File: src/ptes_pkg.sv
// Package of shared widths, codes and control structs for the periodic tick event scheduler.
`default_nettype none

package ptes_pkg;

    // Default configuration of the scheduler.
    localparam int DEF_SLOTS   = 10;
    localparam int DEF_TICK_MS = 10;

    // Fixed field widths of the item channels.
    localparam int PERIOD_W = 24;
    localparam int FIRE_W   = 10;
    localparam int STATUS_W = 2;
    localparam int SLOT_W   = 4;
    localparam int S_DATA_W = 24;
    localparam int M_DATA_W = 16;
    localparam int M_USER_W = 2;

    // Request kinds carried on the input tuser bit.
    localparam logic REQ_REGISTER = 1'b0;
    localparam logic REQ_TICK     = 1'b1;

    // Result status codes carried on the output tuser bits.
    localparam logic [STATUS_W-1:0] ST_TICK   = 2'd0;
    localparam logic [STATUS_W-1:0] ST_ACCEPT = 2'd1;
    localparam logic [STATUS_W-1:0] ST_REJECT = 2'd2;

    // Commands from the controller to the datapath.
    typedef struct packed {
        logic tick;       // service all used slots and load a tick result
        logic reject;     // load a rejection result
        logic div_start;  // latch the period less one as the dividend
        logic div_step;   // form the reload by reciprocal multiplication
        logic commit;     // write the new slot and load an acceptance result
    } cmd_t;

    // Status from the datapath to the controller.
    typedef struct packed {
        logic reg_ok;     // a registration offered now would be accepted
    } sts_t;

endpackage

`default_nettype wire

File: src/ptes_ctrl.sv
// Controller state machine that sequences requests and owns the result valid flag.
`default_nettype none

module ptes_ctrl (
    input  wire logic          aclk,
    input  wire logic          aresetn,
    input  wire logic          s_tvalid,
    output logic               s_tready,
    input  wire logic          s_req_type,
    output logic               m_tvalid,
    input  wire logic          m_tready,
    input  wire ptes_pkg::sts_t sts,
    output ptes_pkg::cmd_t     cmd
);
    import ptes_pkg::*;

    localparam logic [1:0] S_IDLE   = 2'd0;
    localparam logic [1:0] S_DIV    = 2'd1;
    localparam logic [1:0] S_COMMIT = 2'd2;

    logic [1:0] state_reg, state_next;
    logic       out_valid_reg, out_valid_next;
    logic       out_free;
    logic       accept;
    logic       load_out;

    // The result register can take a new item when empty or being emptied.
    assign out_free = !out_valid_reg || m_tready;
    assign s_tready = (state_reg == S_IDLE) && out_free;
    assign accept   = s_tvalid && s_tready;
    assign m_tvalid = out_valid_reg;
    assign load_out = cmd.tick || cmd.reject || cmd.commit;

    // Next state and command decoding.
    always_comb begin
        state_next = state_reg;
        cmd        = '0;
        unique case (state_reg)
            S_IDLE: begin
                if (accept) begin
                    if (s_req_type == REQ_TICK) begin
                        cmd.tick = 1'b1;
                    end else if (!sts.reg_ok) begin
                        cmd.reject = 1'b1;
                    end else begin
                        cmd.div_start = 1'b1;
                        state_next    = S_DIV;
                    end
                end
            end
            S_DIV: begin
                cmd.div_step = 1'b1;
                state_next   = S_COMMIT;
            end
            S_COMMIT: begin
                if (out_free) begin
                    cmd.commit = 1'b1;
                    state_next = S_IDLE;
                end
            end
            default: begin
                state_next = S_IDLE;
            end
        endcase
    end

    // The result stays valid until the downstream side takes it.
    always_comb begin
        if (load_out) begin
            out_valid_next = 1'b1;
        end else if (m_tready) begin
            out_valid_next = 1'b0;
        end else begin
            out_valid_next = out_valid_reg;
        end
    end

    always_ff @(posedge aclk) begin
        if (!aresetn) begin
            state_reg     <= S_IDLE;
            out_valid_reg <= 1'b0;
        end else begin
            state_reg     <= state_next;
            out_valid_reg <= out_valid_next;
        end
    end

    // A new result never overwrites one that has not been taken.
    assert property (@(posedge aclk) disable iff (!aresetn)
        load_out |-> (!out_valid_reg || m_tready))
        else $error("result loaded over an untaken item");

    // A loaded result is offered in the next cycle.
    assert property (@(posedge aclk) disable iff (!aresetn)
        load_out |=> m_tvalid)
        else $error("loaded result not presented");

    // No new item is taken while a registration is in progress.
    assert property (@(posedge aclk) disable iff (!aresetn)
        (state_reg == S_DIV || state_reg == S_COMMIT) |-> !s_tready)
        else $error("item accepted during a registration");

endmodule

`default_nettype wire

File: src/ptes_dp.sv
// Datapath with the slot table, the reload divider and the result register.
`default_nettype none

module ptes_dp #(
    parameter int SLOTS   = ptes_pkg::DEF_SLOTS,
    parameter int TICK_MS = ptes_pkg::DEF_TICK_MS
) (
    input  wire logic                              aclk,
    input  wire logic                              aresetn,
    input  wire logic [ptes_pkg::PERIOD_W-1:0]     period_ms,
    input  wire ptes_pkg::cmd_t                    cmd,
    output ptes_pkg::sts_t                         sts,
    output logic [ptes_pkg::FIRE_W-1:0]            fire_mask,
    output logic [ptes_pkg::STATUS_W-1:0]          status,
    output logic [ptes_pkg::SLOT_W-1:0]            slot
);
    import ptes_pkg::*;

    localparam int UW = $clog2(SLOTS + 1);
    localparam int DW = $clog2(TICK_MS);
    localparam int SH = PERIOD_W + DW;
    localparam int MW = PERIOD_W + 2;
    localparam int PW = PERIOD_W + MW;
    localparam logic [UW-1:0] SlotsC = UW'(SLOTS);
    // Rounded-up reciprocal of the tick period; exact for every 24-bit dividend.
    localparam logic [63:0]   RecipL = ((64'd1 << SH) + 64'(TICK_MS) - 64'd1) / 64'(TICK_MS);
    localparam logic [MW-1:0] RecipC = MW'(RecipL);

    logic [UW-1:0]       used_reg;
    logic [PERIOD_W-1:0] reload_reg [SLOTS];
    logic [PERIOD_W-1:0] timer_reg  [SLOTS];

    logic [PERIOD_W-1:0] dvd_reg;
    logic [PERIOD_W-1:0] quot_reg;
    logic [PW-1:0]       prod;

    logic [SLOTS-1:0]    fire;
    logic [FIRE_W-1:0]   fire_reg;
    logic [STATUS_W-1:0] status_reg;
    logic [SLOT_W-1:0]   slot_reg;

    // Registration is possible with a free slot and a nonzero period.
    assign sts.reg_ok = (used_reg < SlotsC) && (period_ms != '0);

    // The reload is (period - 1) / TICK_MS, formed by one reciprocal multiplication.
    assign prod = PW'(dvd_reg) * PW'(RecipC);

    always_ff @(posedge aclk) begin
        if (cmd.div_start) begin
            dvd_reg <= period_ms - PERIOD_W'(1);
        end else if (cmd.div_step) begin
            quot_reg <= PERIOD_W'(prod >> SH);
        end
    end

    // Fire flags of the used slots whose timer has run out.
    always_comb begin
        for (int i = 0; i < SLOTS; i++) begin
            fire[i] = (UW'(i) < used_reg) && (timer_reg[i] == '0);
        end
    end

    // Slot lanes: a tick counts down or reloads, a commit fills the next slot.
    always_ff @(posedge aclk) begin
        for (int i = 0; i < SLOTS; i++) begin
            if (cmd.commit && (UW'(i) == used_reg)) begin
                reload_reg[i] <= quot_reg;
                timer_reg[i]  <= quot_reg;
            end else if (cmd.tick && (UW'(i) < used_reg)) begin
                if (fire[i]) begin
                    timer_reg[i] <= reload_reg[i];
                end else begin
                    timer_reg[i] <= timer_reg[i] - PERIOD_W'(1);
                end
            end
        end
    end

    // Count of slots in use.
    always_ff @(posedge aclk) begin
        if (!aresetn) begin
            used_reg <= '0;
        end else if (cmd.commit) begin
            used_reg <= used_reg + UW'(1);
        end
    end

    // Result register; slots beyond the mask width fire without a visible bit.
    always_ff @(posedge aclk) begin
        if (cmd.tick) begin
            fire_reg   <= FIRE_W'(fire);
            status_reg <= ST_TICK;
            slot_reg   <= '0;
        end else if (cmd.reject) begin
            fire_reg   <= '0;
            status_reg <= ST_REJECT;
            slot_reg   <= '0;
        end else if (cmd.commit) begin
            fire_reg   <= '0;
            status_reg <= ST_ACCEPT;
            slot_reg   <= SLOT_W'(used_reg);
        end
    end

    assign fire_mask = fire_reg;
    assign status    = status_reg;
    assign slot      = slot_reg;

    // The slot count never passes the table size.
    assert property (@(posedge aclk) disable iff (!aresetn)
        used_reg <= SlotsC)
        else $error("slot count beyond table size");

    // A commit fills exactly one slot.
    assert property (@(posedge aclk) disable iff (!aresetn)
        cmd.commit |=> (used_reg == $past(used_reg) + UW'(1)))
        else $error("commit did not add one slot");

    // A commit only happens with a free slot.
    assert property (@(posedge aclk) disable iff (!aresetn)
        cmd.commit |-> (used_reg < SlotsC))
        else $error("commit into a full table");

endmodule

`default_nettype wire

File: src/periodic_tick_event_scheduler.sv
// Top level of the periodic tick event scheduler: controller, datapath and stream ports.
// A tick or a rejected registration gives its result in the cycle after acceptance. An
// accepted registration gives its result once the dividend is latched, one reciprocal
// multiplication forms the reload, and the slot is written when the result register is free.
// Throughput: one tick item per cycle while the result register is empty or being emptied;
// after a registration no new item is taken until its slot is written. Reset: synchronous
// active-low aresetn empties the slot table and the result register.
`default_nettype none

module periodic_tick_event_scheduler #(
    parameter int SLOTS   = ptes_pkg::DEF_SLOTS,
    parameter int TICK_MS = ptes_pkg::DEF_TICK_MS
) (
    input  wire logic                              aclk,
    input  wire logic                              aresetn,
    input  wire logic                              s_tvalid,
    output logic                                   s_tready,
    // period_ms[23:0]
    input  wire logic [ptes_pkg::S_DATA_W-1:0]     s_tdata,
    // req_type[0]
    input  wire logic [0:0]                        s_tuser,
    output logic                                   m_tvalid,
    input  wire logic                              m_tready,
    // fire_mask[9:0], slot[13:10], zero[15:14]
    output logic [ptes_pkg::M_DATA_W-1:0]          m_tdata,
    // status[1:0]
    output logic [ptes_pkg::M_USER_W-1:0]          m_tuser
);
    import ptes_pkg::*;

    cmd_t                cmd;
    sts_t                sts;
    logic [FIRE_W-1:0]   fire_mask;
    logic [STATUS_W-1:0] status;
    logic [SLOT_W-1:0]   slot;

    ptes_ctrl u_ctrl (
        .aclk       (aclk),
        .aresetn    (aresetn),
        .s_tvalid   (s_tvalid),
        .s_tready   (s_tready),
        .s_req_type (s_tuser[0]),
        .m_tvalid   (m_tvalid),
        .m_tready   (m_tready),
        .sts        (sts),
        .cmd        (cmd)
    );

    ptes_dp #(
        .SLOTS   (SLOTS),
        .TICK_MS (TICK_MS)
    ) u_dp (
        .aclk      (aclk),
        .aresetn   (aresetn),
        .period_ms (s_tdata[PERIOD_W-1:0]),
        .cmd       (cmd),
        .sts       (sts),
        .fire_mask (fire_mask),
        .status    (status),
        .slot      (slot)
    );

    // Pack the result item onto the stream.
    assign m_tdata = {{(M_DATA_W - FIRE_W - SLOT_W){1'b0}}, slot, fire_mask};
    assign m_tuser = status;

endmodule

`default_nettype wire
File: config.mk
export PLATFORM = sky130hd
export DESIGN_NAME = periodic_tick_event_scheduler
export DESIGN_NICKNAME = d
export VERILOG_FILES = /design/src/ptes_pkg.sv /design/src/ptes_ctrl.sv /design/src/ptes_dp.sv /design/src/periodic_tick_event_scheduler.sv
export SDC_FILE = /design/constraint.sdc
export NUM_CORES = 1
export LEC_CHECK = 0
export ABC_AREA = 1
export BUFFER_PORTS_ARGS = -buffer_cell sky130_fd_sc_hd__buf_2
export CAP_MARGIN = 40
export CORE_MARGIN = 2
export CORE_UTILIZATION = 35
export CTS_CLUSTER_DIAMETER = 40
export DETAILED_ROUTE_END_ITERATION = 8
export GPL_ROUTABILITY_DRIVEN = 0
export PLACE_DENSITY = 0.5
export SLEW_MARGIN = 20
export SYNTH_ARGS = -nofsm -noshare
export SYNTH_HDL_FRONTEND = slang
export SYNTH_SLANG_ARGS = --single-unit
File: constraint.sdc
create_clock -name aclk -period 16.3 [get_ports aclk]
set_input_delay 0 -clock aclk [delete_from_list [all_inputs] [get_ports aclk]]
set_output_delay 0 -clock aclk [all_outputs]
set_load 0.02 [all_outputs]
After elaboration in Yosys (flattened, before gate mapping)
Memory sizes are Yosys's and may differ from the RTL's.
Cells that the tools add are included.

storage, ports and cells
  input port bits = 29
  ROM bits = 0
  output and inout port bits = 20
  bits in latches = 0
  logic and storage cells = 304
  memory bits (writable) = 450
  memories = 2
  register bits = 68

cells by class
  div/mod/pow operators = 0
  $mul = 1
  magnitude comparators = 11
  $add $sub $neg = 12
  multiplexer cells = 168
  shift operators = 0
  eq/ne operators = 15
  bitwise logic cells = 21
  reductions and logical operators = 65

memory list
  memory           depth  width  read ports  clocked after Yosys merged registers in  write ports  RTL line       source
  u_dp.timer_reg   10     24     10          0                                        10           ptes_dp.sv:31  logic [PERIOD_W-1:0] timer_reg [SLOTS];
  u_dp.reload_reg  10     21     10          0                                        1            ptes_dp.sv:30  logic [PERIOD_W-1:0] reload_reg [SLOTS];

operators by type and width
  kind                      count
  $mux W24                  20
  $sub A24 B1 Y24 const B   11
  $logic_not A24 Y1         10
  $mux W21                  9
  $reduce_or A21 Y1         9
  $mux W1                   117
  $mul A24 B24 Y48 const B  1
  $mux W4                   9
  $logic_and A1 B1 Y1       33
  $mux W10                  3
  $reduce_bool A24 Y1       1
  $or A1 B1 Y1              20
  $eq A3 B4 Y1 const A      4
  $lt A3 B4 Y1 const A      4
  $mux W2                   7
  $eq A2 B4 Y1 const A      2
  $eq A4 B4 Y1 const A      2
  $lt A1 B4 Y1 const A      2
  $lt A2 B4 Y1 const A      2
  $lt A4 B4 Y1 const A      2
  $mux W3                   2
  $ne A2 B1 Y1 const B      3
  $pmux W2 S3               1
  $add A4 B1 Y4 const B     1
  15 further kinds          18

Longest topological paths before layout
Gate-level depths: netlist of the first run.

  depth after elaboration = 17
  gate-level depth with buffers = 25
  depth with buffers taken out = 25

Hierarchy
Synthesis of the first run repeated with hierarchy kept, for this count alone.

second synthesis, totals
  cells, all modules = 4155
  area total of the unflattened synthesis = 38094.0 µm²

modules (own cells, without submodules)
  module                         seq. area each (µm²)  cells each  instances  area an instance (µm²)
  ptes_dp                        15364.7               4121        1          37880.1
  ptes_ctrl                      60.1                  31          1          195.2
  periodic_tick_event_scheduler  0.0                   3           1          18.8

Worst setup path before layout of the first run
No wires, ideal clock.

  kind = register to register
  from = register u_dp.dvd_reg[1]
  to = register u_dp.quot_reg[18], data pin
  arrival = 5.165 ns
  path slack = 10.882 ns
  cell stages (with the launch flop) = 22
  period minus slack after synthesis = 5.418 ns
  library setup time = 0.252 ns
  path buffers = 0
  data required time = 16.048 ns
  cells stage by stage = edfxtp_1 ha_1 xor2_1 ha_1 or2_2 fa_1 fa_1 fa_1 fa_1 inv_1 fa_1 inv_1 ha_1 nand2_1 nor2_1 inv_1 nor2_1 inv_1 nor3_1 nand3_1 nand3_1 nand2_1

on the way
  longest elaborated chain between the ends = 1

RTL lines
  element                   RTL line       source
  start: declaration        ptes_dp.sv:33  logic [PERIOD_W-1:0] dvd_reg;
  start signal: assignment  ptes_dp.sv:50  dvd_reg <= period_ms - PERIOD_W'(1);
  $mul A24 B24 Y48          ptes_dp.sv:46  assign prod = PW'(dvd_reg) * PW'(RecipC);
  named net u_dp.prod[46]   ptes_dp.sv:35  logic [PW-1:0] prod;
  end signal: assignment    ptes_dp.sv:52  quot_reg <= PERIOD_W'(prod >> SH);
  end: declaration          ptes_dp.sv:34  logic [PERIOD_W-1:0] quot_reg;

The timed path passes the listed nets, and every way through them passes these cells.
A chain may end at the register's enable or synchronous reset.

Worst setup path in the final report of the first run
  from = register u_dp.dvd_reg[4]
  to = register u_dp.quot_reg[6], data pin

Same word-level chain as after synthesis.

==> impl_metrics.tcl, run 1 <==
set metrics [dict create \
    num_vias 28610 \
    maxSlewHeadroom_pct 42.13 \
    skew_ns 0.04332 \
    grt_max_degree 46 \
    cp-end-kind "register" \
    synth_area_leaders "edfxtp_1, fa_1, ha_1, nand2_1, inv_1" \
    synthMuxAreaShare_pct 0 \
    cts_max_path_buffers 3 \
    ant_nets 0 \
    ctsHoldBuffers 46 \
    antenna_cells 0 \
    setup_viol 0 \
    grtUsageTotal_pct 20.49 \
    synthSimpleGateAreaFrac_pct 19.08 \
    crit_type "reg2reg" \
    final_nets 4803 \
    crit_path_start_kind "register" \
    yosys.area.top_type "edfxtp_1" \
    synth_xor_area_share_pct 4.565 \
    async_reset_ff_share_pct 0 \
    cts_root_buffer "clkbuf_16" \
    portBuffers 46 \
    grt_pass1_vias 28410 \
    critPathSlowestCell "edfxtp_1" \
    start_util_pct 35.38 \
    grt_first_pass_wirelength_um 173100 \
    syn_to_final_growth_pct 15.58 \
    stdcell_count 5771 \
    crit_family "adder cells" \
    period_share_pct 38.92 \
    drv_slew 0 \
    synth_compound_area_share_pct 7.948 \
    fp-row-count 120 \
    holdCritPathClass "in2reg" \
    ys_warn_count 0 \
    post-dp-hpwl_um 83480 \
    leakage_nw 18.51 \
    clkTransAtPathRegs_ns 0.06 \
    drc_errors 0 \
    fin_util_pct 40.90 \
    worstPathCellList "ha_1 > fa_1 > inv_1 > fa_1 > fa_1 > fa_1 > inv_1 > fa_1 > inv_1 > fa_1 > inv_1 > ha_1 > nand2_1 > nor2_1 > inv_1 > nor3_1 > nand2_1 > nand2_1 > nand3_1 > nand2_1 > xor2_1" \
    required_ns 16.73 \
    via_per_inst 4.958 \
    ys.flop_type "edfxtp_1" \
    peakVddDrop_mv 0.1894 \
    ctsResizeCount 0 \
    outcome "completed" \
    numCtsBuffers 95 \
    globalRouteOverflowTotal 0 \
    p_total_mw 8.476 \
    setup_tns_ns 0 \
    die_height_um 333.4 \
    cap_violations 0 \
    hold_viol_final 0 \
    syn_inst 4119 \
    ios 49 \
    cts_setup_buffers 0 \
    synth_fa_ha_area_share_pct 20.12 \
    yosysMostFrequentCell "nand2_1" \
    wl_um 114000 \
    synth_edf_count 505 \
    seq_area_frac_synth_pct 40.61 \
    synth-seq-cells 518 \
    dieArea_um2 111200 \
    worstMarginPinSlew_ns 0.8627 \
    fp.dieW_um 333.4 \
    layout-drive-gt1-share_pct 8.585 \
    clock_sink_count 518 \
    clock_latency_ns 0.67 \
    synth_top_area_share_pct 39.92 \
    cpMostUsedCell "fa_1" \
    syn_avg_cell_area_um2 9.222 \
    wire_per_inst_um 19.76 \
    crit_fanout 10 \
    cts_tree "built" \
    synth_cell_types 55 \
    final_area_um2 43900 \
    antenna_found_initial 6 \
    fmax_ghz 0.1576 \
    synth_top_family_by_area "adder cells" \
    first_iter_violations 2290 \
    h-tree-depth 3 \
    dp.cells 5548 \
    synth_area_um2 37990 \
    placed_area_um2 40140 \
    first_pass_iters 6 \
    arrival_ns 6.78 \
    cp.buffers_inverters 5 \
    slowest_delay_ns 0.59 \
    min_period_ns 6.345 \
    ys_top_cells_by_count "nand2_1, inv_1, edfxtp_1" \
    grt_setup_unrepaired "no" \
    core_area_um2 107400 \
    largest_reg_flops 240 \
    powerDensity_nw_per_um2 193.1 \
]
-- where the power goes --
group / switching [mW] / leakage [nW] / total (mW) / internal (mW)
registers: 0.0350 / 4.69 / 1.74 / 1.70
clock network: 0.762 / 1.60 / 2.04 / 1.27
logic: 3.13 / 12.2 / 4.70 / 1.57
total: 3.93 / 18.5 / 8.48 / 4.55
-- layout make-up --
type / count / area (um2)
inverters: 632 / 2375
flip-flops and latches: 518 / 15420
clock inverters: 70 / 753.2
well taps: 1403 / 1755
fillers: 10600 / 63450
repair buffers: 159 / 1346
clock buffers: 107 / 2549
multi-input cells: 2882 / 19700
-- worst paths after layout --
kind | slack, ns | start | endpoint | cells after the start
worst max register to register | 9.96 | u_dp.dvd_reg[4]$_DFFE_PP_ | u_dp.quot_reg[6]$_DFFE_PP_ | 21
worst min register to register | 0.46 | u_dp.slot[3]$_SDFFE_PP0P_ | u_dp.slot[3]$_SDFFE_PP0P_ | 2
worst min-delay path | 0.20 | aresetn | u_dp.used_reg[1]$_SDFFE_PN0P_ | 4
worst max-delay path | 9.96 | u_dp.dvd_reg[4]$_DFFE_PP_ | u_dp.quot_reg[6]$_DFFE_PP_ | 21
-- stage by stage --
stage | worst slack, ns | hold WS (ns)
6_report | 9.955 | 0.2039
3_5_place_dp | 10.07 | 0.2930
5_1_grt | 9.824 | 0.2151
3_3_place_gp | 10.01 | 0.2942
2_1_floorplan | 10.88 | 0.09763
4_1_cts | 10.08 | 0.1555
-- cells by family (layout without fill, tap and decap cells) --
logic type / count (synthesis) / count (layout)
adders and majority gates: 486 / 486
other: 1 / 2
and+or+nand+nor: 1654 / 1654
buffers and inverters: 720 / 968
xor gates and xnor gates: 198 / 198
AOI/OAI and AO/OA: 542 / 542
DFF: 518 / 518
-- worst reg2reg max path: cells and delay by family, from the launching register on --
family,cells,cell delay (ns)
xor+xnor,1,0.34
buf+inv,5,0.31
fa+ha+maj,8,3.81
simple gates,7,1.09
flops,1,0.59
-- routing by layer --
| metal | global-route usage, % | vias up | share of wire (%) | wire (um) |
|---|---|---|---|---|
| met4 | 7.047 | 0 | 3.4 | 3919 |
| li1 | - | 14020 | - | - |
| met5 | 0 | - | 0 | 0 |
| met2 | 33.98 | 769 | 47 | 53440 |
| met1 | 27.19 | 13620 | 45 | 50890 |
| met3 | 3.192 | 209 | 5.1 | 5777 |
-- cells in the final DEF, fill, tap and decap left out, types with 33 or more instances in the layout --
cell type	count
nand2_1	791
inv_1	622
edfxtp_1	505
nor2_1	416
ha_1	278
o21ai_0	247
fa_1	208
nand3_1	167
a21oi_1	150
xor2_1	133
clkbuf_16	100
xnor2_1	65
nor3_1	62
o211ai_1	60
nand3b_1	60
buf_4	50
buf_2	47
nand4_1	46
dlygate4sd3_1	46
nor2_2	33
Note: power is estimated with default switching activity, not from simulation.
==> run 2, diff against run 1 <==
==> constraint.sdc (replaced) <==
create_clock -name aclk -period 6.6 [get_ports aclk]
set_input_delay 0 -clock aclk [delete_from_list [all_inputs] [get_ports aclk]]
set_output_delay 0 -clock aclk [all_outputs]
set_load 0.02 [all_outputs]
==> run 2 against run 1 <==
  * Worst hold slack worse by 0.17 ns
  * Sequential power up 150%
  * Critical path depth up 1
  * Largest power group unchanged
  * Global-route usage grew 0.23 points
  * Total power is 150% higher
  * Die area unchanged
  * Combinational power up 150%
  * First-iteration DRC count is 12% lower
  * Final cell count is 0.10% lower
  * Via count down 0.34%
  * Non-clock buffer count fell by 1
==> impl_metrics.tcl, run 2 (same netlist as run 1, synthesis figures left out) <==
set metrics [dict create \
    core_area_um2 107400 \
    h-tree-depth 3 \
    reg2reg_depth 22 \
    layout-drive-gt1-share_pct 8.436 \
    largest_reg_flops 240 \
    hold_path_end "u_dp.fire_mask[9]$_SDFFCE_PN0P_" \
    period_share_pct 98.03 \
    clock_sink_count 518 \
    r2r-end "u_dp.quot_reg[6]$_DFFE_PP_" \
    powerDensity_nw_per_um2 477.5 \
    crit_type "reg2reg" \
    drv_slew 0 \
    ant_nets 0 \
    peakVddDrop_mv 0.5678 \
    grt_max_degree 50 \
    final_area_um2 43810 \
    ctsResizeCount 0 \
    setup_viol 0 \
    clock_latency_ns 0.67 \
    grt_pass1_vias 28440 \
    antenna_found_initial 3 \
    final_nets 4799 \
    min_path_cells 3 \
    syn_to_final_growth_pct 15.33 \
    crit_fanout 8 \
    ctsHoldBuffers 44 \
    start_util_pct 35.38 \
    leakage_nw 18.44 \
    worstMarginPinSlew_ns 0.8386 \
    first_iter_violations 2015 \
    placed_area_um2 40160 \
    filler_cell_count 10610 \
    maxSlewHeadroom_pct 44.03 \
    cts_max_path_buffers 3 \
    dieArea_um2 111200 \
    via_per_inst 4.946 \
    fp-row-count 120 \
    cts_setup_buffers 0 \
    numCtsBuffers 92 \
    fp.dieW_um 333.4 \
    layout_common_cells "nand2_1, inv_1, edfxtp_1" \
    cts_root_buffer "clkbuf_16" \
    arrival_ns 6.89 \
    post-dp-hpwl_um 84260 \
    cp-end-kind "register" \
    cts_tree "built" \
    grtUsageTotal_pct 20.71 \
    antenna_cells 0 \
    hold_viol_final 0 \
    globalRouteOverflowTotal 0 \
    rr_startpoint "u_dp.dvd_reg[8]$_DFFE_PP_" \
    crit_path_start_kind "register" \
    grt_first_pass_wirelength_um 175100 \
    min_from "s_tvalid" \
    grt_setup_unrepaired "no" \
    wire_per_inst_um 19.91 \
    ios 49 \
    holdCritPathClass "in2reg" \
    num_vias 28520 \
    setup_tns_ns 0 \
    first_pass_iters 8 \
    min_period_ns 6.470 \
    outcome "completed" \
    ff2ff_setup_slack_ns 0.13 \
    skew_ns 0.03593 \
    required_ns 7.02 \
    cap_violations 0 \
    portBuffers 46 \
    final_common_cell "nand2_1" \
    clkTransAtPathRegs_ns 0.05 \
    wl_um 114800 \
    die_height_um 333.4 \
    drc_errors 0 \
    fmax_ghz 0.1546 \
]
## run 2: cell types whose count changed in the layout (fill, tap and decap cells not counted)
cell and delta:
inv_8 -8, clkbuf_16 -7, bufinv_16 +5, clkinvlp_4 +4
clkinv_1 +2, dlygate4sd3_1 -2, buf_8 +1, clkbuf_1 +1
clkinv_4 -1, inv_4 -1
## run 2: worst max path at each step
stage                                         start                     endpoint  depth (start not counted)
after CTS                 u_dp.dvd_reg[8]$_DFFE_PP_   u_dp.quot_reg[6]$_DFFE_PP_                         22
after global routing      u_dp.dvd_reg[8]$_DFFE_PP_   u_dp.quot_reg[6]$_DFFE_PP_                         22
after global placement    u_dp.dvd_reg[8]$_DFFE_PP_   u_dp.quot_reg[6]$_DFFE_PP_                         22
final                     u_dp.dvd_reg[8]$_DFFE_PP_   u_dp.quot_reg[6]$_DFFE_PP_                         22
after floorplan           u_dp.dvd_reg[1]$_DFFE_PP_  u_dp.quot_reg[18]$_DFFE_PP_                         21
after detailed placement  u_dp.dvd_reg[8]$_DFFE_PP_   u_dp.quot_reg[6]$_DFFE_PP_                         22
## run 2: per-layer routing
layer	GRT usage, %	part of all wire [%]	vias up
li1	-	-	14000
met1	27.66	45	13620
met2	34.76	47	715
met3	2.587	4.6	183
met4	6.864	3.1	0
met5	0	0	-
## run 2: final cells by class
type | count | area (um2) | share of cell area [%]
Clock buffer | 101 | 2377 | 5.426
Multi-Input combinational cell | 2882 | 19700 | 44.97
Clock inverter | 71 | 835.8 | 1.908
Timing Repair Buffer | 158 | 1341 | 3.062
Inverter | 632 | 2375 | 5.421
Sequential cell | 518 | 15420 | 35.21
Tap cell | 1403 | 1755 | 4.007
## run 2: critical path, stage by stage, from the launching register on
cell      delay [ns]
edfxtp_1        0.58
ha_1            0.51
xor2_1          0.19
ha_1            0.20
a21oi_1         0.16
fa_1            0.50
fa_1            0.52
fa_1            0.54
inv_1           0.04
fa_1            0.47
inv_1           0.05
fa_1            0.47
inv_1           0.04
ha_1            0.31
nand2_1         0.14
nor2_1          0.17
inv_1           0.14
nor3_1          0.42
nand2_1         0.10
nand2_1         0.15
nand3_1         0.10
nand2_1         0.09
xor2_1          0.35
## run 2: power breakdown
group,switching (mW),internal (mW),leakage [nW],total (mW)
clock,1.80,3.14,1.53,4.94
sequential,0.0859,4.21,4.69,4.29
combinational,7.76,3.92,12.2,11.7
## run 2: stage by stage
step / utilization, % / std cells / power, mW / worst slack (ns) / hold WS [ns]
final: 40.81 / 5765 / 20.92 / 0.1300 / 0.03708
after global routing: 40.81 / 5765 / 22.65 / 0.0008407 / 0.03612
after CTS: 40.81 / 5765 / 20.92 / 0.2539 / 0.02630
after detailed placement: 37.41 / 5549 / 15.86 / 0.2810 / 0.2974
after global placement: 37.13 / 5531 / 15.85 / 0.3106 / 0.2954
after floorplan: - / 4120 / 11.98 / 1.182 / 0.09763
